<file path="config.mk">
export PLATFORM = sky130hd
export DESIGN_NAME = trial_division_prime_test_top
export DESIGN_NICKNAME = d
export VERILOG_FILES = /design/src/design/tdpt_pkg.sv /design/src/design/tdpt_rem_unit.sv /design/src/design/trial_division_prime_test_top.sv
export SDC_FILE = /design/constraint.sdc
export NUM_CORES = 1
export LEC_CHECK = 0
export BUFFER_PORTS_ARGS = -buffer_cell sky130_fd_sc_hd__clkbuf_2
export CORE_ASPECT_RATIO = 1.2
export CORE_MARGIN = 10
export CORE_UTILIZATION = 37
export CTS_CLUSTER_SIZE = 40
export DETAILED_ROUTE_END_ITERATION = 16
export HOLD_SLACK_MARGIN = 0.12
export PLACE_DENSITY = 0.62
export SLEW_MARGIN = 20
export SYNTH_ARGS = -nofsm -noshare
export SYNTH_HDL_FRONTEND = slang
export SYNTH_SLANG_ARGS = --single-unit
</file>
<file path="constraint.sdc">
create_clock -name i_clk -period 5 [get_ports i_clk]
set_input_delay 0.5 -clock i_clk [delete_from_list [all_inputs] [get_ports i_clk]]
set_output_delay 0.5 -clock i_clk [all_outputs]
set_load 0.02 [all_outputs]
</file>
<file path="src/design/tdpt_pkg.sv">
// Shared types and constants of the trial division primality test block.
// No dependencies.
package tdpt_pkg;

    localparam int FIRST_DIVISOR   = 3;
    localparam int ONLY_EVEN_PRIME = 2;
    localparam int OUT_TDATA_W     = 8;

    typedef struct packed {
        logic done;
        logic zero;
    } t_rem_status;

endpackage

</file>
<file path="src/design/tdpt_rem_unit.sv">
// Bit-serial restoring remainder unit: one dividend bit per cycle.
// Depends on tdpt_pkg.
module tdpt_rem_unit #(
    parameter int VALUE_BITS = 31,
    parameter int DIV_W      = 17
) (
    input  logic                        i_clk,
    input  logic                        i_rst_n,
    input  logic                        i_start,
    input  logic [VALUE_BITS-1:0]       i_dividend,
    input  logic [DIV_W-1:0]            i_divisor,
    output tdpt_pkg::t_rem_status       o_status
);

    localparam int CNT_W = $clog2(VALUE_BITS + 1);

    logic                  r_busy,     n_busy;
    logic [CNT_W-1:0]      r_count,    n_count;
    logic [VALUE_BITS-1:0] r_dividend, n_dividend;
    logic [DIV_W-1:0]      r_rem,      n_rem;
    tdpt_pkg::t_rem_status r_status,   n_status;

    logic [DIV_W:0]        w_part;
    logic [DIV_W+1:0]      w_diff;
    logic [DIV_W-1:0]      w_rem_step;

    always_comb begin
        w_part     = {r_rem, r_dividend[VALUE_BITS-1]};
        w_diff     = {1'b0, w_part} - {2'b00, i_divisor};
        w_rem_step = w_diff[DIV_W+1] ? w_part[DIV_W-1:0] : w_diff[DIV_W-1:0];

        n_busy      = r_busy;
        n_count     = r_count;
        n_dividend  = r_dividend;
        n_rem       = r_rem;
        n_status    = r_status;
        n_status.done = 1'b0;

        if (i_start) begin
            n_busy     = 1'b1;
            n_count    = CNT_W'(VALUE_BITS);
            n_dividend = i_dividend;
            n_rem      = '0;
        end else if (r_busy) begin
            n_dividend = {r_dividend[VALUE_BITS-2:0], 1'b0};
            n_rem      = w_rem_step;
            n_count    = r_count - CNT_W'(1);
            if (r_count == CNT_W'(1)) begin
                n_busy        = 1'b0;
                n_status.done = 1'b1;
                n_status.zero = (w_rem_step == '0);
            end
        end
    end

    always_ff @(posedge i_clk) begin
        if (!i_rst_n) begin
            r_busy   <= 1'b0;
            r_status <= '0;
        end else begin
            r_busy   <= n_busy;
            r_status <= n_status;
        end
        r_count    <= n_count;
        r_dividend <= n_dividend;
        r_rem      <= n_rem;
    end

    assign o_status = r_status;

endmodule

</file>
<file path="src/design/trial_division_prime_test_top.sv">
// Trial division primality test: top level with sequencer and output register.
// Depends on tdpt_pkg and tdpt_rem_unit.
//
// Takes one candidate per input beat and returns one beat with is_prime.
// Even candidates skip the division (prime only for 2). Odd candidates are
// divided by 3, 5, 7, ... while divisor squared <= candidate, each trial
// costing one pass through the single bit-serial remainder unit; a 31-bit
// prime near 2^31 needs about 23170 trials. The divisor square is kept by
// adding 4*d + 4 per step. Candidate 1 reports prime. s_axis_tready is high
// only in the idle state: it drops while a test runs and while a finished
// result waits for the output register to drain; a result in the output
// register does not block the next candidate.
module trial_division_prime_test_top #(
    parameter  int VALUE_BITS = 31,
    localparam int IN_TDATA_W = ((VALUE_BITS + 7) / 8) * 8
) (
    input  logic                             i_clk,
    input  logic                             i_rst_n,
    input  logic                             s_axis_tvalid,
    output logic                             s_axis_tready,
    input  logic [IN_TDATA_W-1:0]            s_axis_tdata,  // [VALUE_BITS-1:0] candidate
    output logic                             m_axis_tvalid,
    input  logic                             m_axis_tready,
    output logic [tdpt_pkg::OUT_TDATA_W-1:0] m_axis_tdata   // [0] is_prime
);

    localparam int DIV_W = VALUE_BITS / 2 + 2;
    localparam int SQ_W  = VALUE_BITS + 1;

    typedef enum logic [1:0] {
        S_IDLE,
        S_CHECK,
        S_DIV,
        S_DONE
    } t_state;

    t_state                r_state,     n_state;
    logic [VALUE_BITS-1:0] r_value,     n_value;
    logic [DIV_W-1:0]      r_div,       n_div;
    logic [SQ_W-1:0]       r_sq,        n_sq;
    logic                  r_result,    n_result;
    logic                  r_out_valid, n_out_valid;
    logic                  r_out_prime, n_out_prime;

    logic                  w_start;
    logic [VALUE_BITS-1:0] w_cand;
    tdpt_pkg::t_rem_status w_rem;

    assign w_cand = s_axis_tdata[VALUE_BITS-1:0];

    tdpt_rem_unit #(
        .VALUE_BITS (VALUE_BITS),
        .DIV_W      (DIV_W)
    ) u_rem (
        .i_clk      (i_clk),
        .i_rst_n    (i_rst_n),
        .i_start    (w_start),
        .i_dividend (r_value),
        .i_divisor  (r_div),
        .o_status   (w_rem)
    );

    always_comb begin
        n_state     = r_state;
        n_value     = r_value;
        n_div       = r_div;
        n_sq        = r_sq;
        n_result    = r_result;
        n_out_valid = r_out_valid;
        n_out_prime = r_out_prime;
        w_start     = 1'b0;

        if (r_out_valid && m_axis_tready) begin
            n_out_valid = 1'b0;
        end

        unique case (r_state)
            S_IDLE: begin
                if (s_axis_tvalid) begin
                    n_value = w_cand;
                    n_div   = DIV_W'(tdpt_pkg::FIRST_DIVISOR);
                    n_sq    = SQ_W'(tdpt_pkg::FIRST_DIVISOR * tdpt_pkg::FIRST_DIVISOR);
                    if (!w_cand[0]) begin
                        n_result = (w_cand == VALUE_BITS'(tdpt_pkg::ONLY_EVEN_PRIME));
                        n_state  = S_DONE;
                    end else begin
                        n_state  = S_CHECK;
                    end
                end
            end
            S_CHECK: begin
                if (r_sq > {1'b0, r_value}) begin
                    n_result = 1'b1;
                    n_state  = S_DONE;
                end else begin
                    w_start  = 1'b1;
                    n_state  = S_DIV;
                end
            end
            S_DIV: begin
                if (w_rem.done) begin
                    if (w_rem.zero) begin
                        n_result = 1'b0;
                        n_state  = S_DONE;
                    end else begin
                        n_sq    = r_sq + SQ_W'({r_div, 2'b00}) + SQ_W'(4);
                        n_div   = r_div + DIV_W'(2);
                        n_state = S_CHECK;
                    end
                end
            end
            S_DONE: begin
                if (!r_out_valid || m_axis_tready) begin
                    n_out_valid = 1'b1;
                    n_out_prime = r_result;
                    n_state     = S_IDLE;
                end
            end
            default: begin
                n_state = S_IDLE;
            end
        endcase
    end

    always_ff @(posedge i_clk) begin
        if (!i_rst_n) begin
            r_state     <= S_IDLE;
            r_out_valid <= 1'b0;
        end else begin
            r_state     <= n_state;
            r_out_valid <= n_out_valid;
        end
        r_value     <= n_value;
        r_div       <= n_div;
        r_sq        <= n_sq;
        r_result    <= n_result;
        r_out_prime <= n_out_prime;
    end

    assign s_axis_tready = (r_state == S_IDLE);
    assign m_axis_tvalid = r_out_valid;
    assign m_axis_tdata  = {{(tdpt_pkg::OUT_TDATA_W - 1){1'b0}}, r_out_prime};

endmodule

</file>
==> results.yml <==
run_status:
  status: "finished, final reports clean"
grt:
  grt-ovfl-total: 0
  gr-usage-met3_pct: 2.03
  use_met1_pct: 15.5
  antenna_found_initial: 0
  grt_use_total_pct: 12.5
  busiest_layer: "met2"
  grt_pass1_wl_mm: 31.3
  grt_pass1_vias: 6367
  grt_max_degree: 58
  grt_use_met2_pct: 20.7
cts:
  clkTransAtPathRegs_ps: 70
  numCtsBuffers: 17
  cts_num_sinks: 137
  root_buffer: "clkbuf_16"
  cts.repair.resized: 0
  cts_tree: "done"
  cts_max_path_buffers: 2
  clkLatencyLatePin_ps: 430
  hold_buffers: 0
  post_cts_buffers: 0
  htree_levels: 4
synth:
  yosys_register_bits: 137
  syn_avg_cell_area_sq_um: 10.4
  synth-async-reset-ratio_pct: 0
  ys_seq_area_share_pct: 43.8
  synth_common_cells: "109 x edfxtp_1, 83 x ha_1, 65 x nor2_1, 61 x inv_1, 57 x nand2_1"
  yosysTopAreaCellShare_pct: 37.4
  synthCells: 846
  yosys_warnings: 0
  synth-edff-count: 109
  synth_ff_type: "edfxtp_1"
  netlist_area_sq_um: 8760
  yosys-top-cells-area: "edfxtp_1 37%, ha_1 12%, dfxtp_1 6.4%"
  synth_largest_area_cell: "edfxtp_1"
  synth.most_common_cell: "edfxtp_1"
  synth.distinct_cells: 72
worst_setup_path:
  arrival_ps: 3700
  crit_fanout: 8
  critPathLaunchType: "flop"
  critPathSlowestCell: "edfxtp_1"
  crit_path_end_kind: "flop"
  critical-path-max-stage-delay_ps: 480
  crit_chain: "ha_1 > fa_1 > a21o_1 > a21oi_1 > o21bai_1 > a2111oi_4 > nor3b_1 > o311ai_4 > a211oi_1 > mux2i_1"
  critical_path_class: "flop to flop"
  crit_required_ps: 5180
sta:
  hold_ws_ps: 260
  fin_ws_ps: 1470
  rsz0062_at_grt: "false"
  clock_skew_ps: 11.8
  min_period_ps: 3530
  tightest_slew_ps: 771
  slew_headroom_pct: 48.6
  max_freq_ghz: 0.283
  final_max_slew_viol_count: 0
  setup_viol: 0
  fin_crit_sh_pct: 70.6
  finalSetupTns_ps: 0
  hold_violations: 0
placed_design:
  dp_hpwl_mm: 14.0
  port_buffers: 37
  gp_congestion: 0.861
  place_ws_ps: 1460
  dp.cells: 1175
drt:
  route.detailed.drc: 0
  wire_per_inst_um: 15.4
  drtIter0Drc: 306
  via_per_inst: 5.20
  dr.pass1.iters: 4
  ant_nets: 0
  dr_total_vias: 6273
  totalWireLength_mm: 18.6
finish:
  area_growth_syn_to_layout_pct: 12.0
  insertedDiodeCount: 0
  multi_input_area_sq_um: 4550
  fin_cells: 1207
  fillers: 2250
  drive_gt1_share_pct: 14.6
  regArea_sq_um: 3830
  fin_nets: 1000
floorplan:
  start_util_pct: 37.6
  die_height_um: 189
  num_rows: 61
  die_area_sq_um: 30300
  io_pins: 46
  die_w_um: 160
  core_sq_um: 23300
job:
  max_cap_violations: 0
min_path:
  min_path_type: "input port to flop"
[through the flow]
stage	utilization [%]	area [sq um]
floorplan	-	8780
global placement	39.7	9240
detailed placement	39.7	9240
CTS	42.2	9810
global route	42.2	9810
finish	42.2	9810
[routing by layer]
layer / vias up / share of wire (%)
met4: 0 / 2.3
met5: - / 0
met2: 108 / 47
li1: 3206 / -
met1: 2935 / 48
met3: 24 / 2.8
[cells in the final DEF, fill, tap and decap left out, types with 7 or more instances in the layout]
cell type,Yosys,layout
a211oi_1,11,11
a21o_1,21,21
a21oi_1,41,40
a311o_1,8,8
a311oi_1,8,8
and2_1,10,10
and3_1,8,7
clkbuf_16,0,17
clkbuf_2,0,37
conb_1,1,7
dfxtp_1,28,28
edfxtp_1,109,109
ha_1,83,83
inv_1,61,61
inv_6,0,8
mux2_2,31,31
mux2i_1,9,9
nand2_1,57,57
nand2b_1,15,15
nand3_1,39,39
nand4_1,11,11
nor2_1,65,65
nor3_1,20,20
nor4_1,14,14
o211ai_1,7,7
o21ai_0,22,22
or3_1,12,12
xnor2_1,27,27
xor2_1,11,11
[flip-flops by register name, indices dropped and copies added (netlist names), 2 cells and up]
name,cells
r_value,31
u_rem.o_status,2
u_rem.r_dividend,31
r_div,16
u_rem.r_count,5
u_rem.r_rem,17
r_sq,29
r_state,2
[worst paths after layout]
path              slack (ps)                   from  depth (start not counted)                     end
setup reg to reg        1470  r_sq[3]$_SDFFCE_PN1P_                         10  r_sq[27]$_SDFFCE_PN0P_
hold reg to reg          460     r_result$_DFFE_PP_                          0   r_out_prime$_DFFE_PP_
setup / recovery        1470  r_sq[3]$_SDFFCE_PN1P_                         10  r_sq[27]$_SDFFCE_PN0P_
hold / removal           260       s_axis_tdata[29]                          1   r_value[29]$_DFFE_PP_
[worst max-delay path: cells and delay by family, from the launching register on]
| kind | cells | cell delay, ps |
|---|---|---|
| AOI/OAI and AO/OA | 6 | 1630 |
| and+or+nand+nor | 1 | 180 |
| muxes | 1 | 150 |
| adders and majority gates | 2 | 830 |
| DFF | 1 | 480 |
[area by class of cell]
type                       count  share of cell area (%)
sequential                   137                    39.1
inverter                      62                    2.37
clock inverter                15                    1.53
multi-input combinational    618                    46.3
tap                          315                    4.02
timing repair buffer          43                    2.35
clock buffer                  17                    4.34
[cell families (layout without fill, tap and decap cells)]
family,count (synthesis),count (layout),share of synthesized area [%]
AO/OA/AOI/OAI,167,167,14.2
adder cells (fa/ha/maj),85,85,12.3
buffers and inverters,97,137,4.77
multiplexers,40,40,5.01
XOR/XNOR,38,38,3.80
AND/OR/NAND/NOR,281,281,16.2
other,1,7,0.0428
flip-flops,137,137,43.8
Power is left out: the tool's default activity adds up to more than one toggle a clock period on the data nets, which glitch-free logic cannot reach.
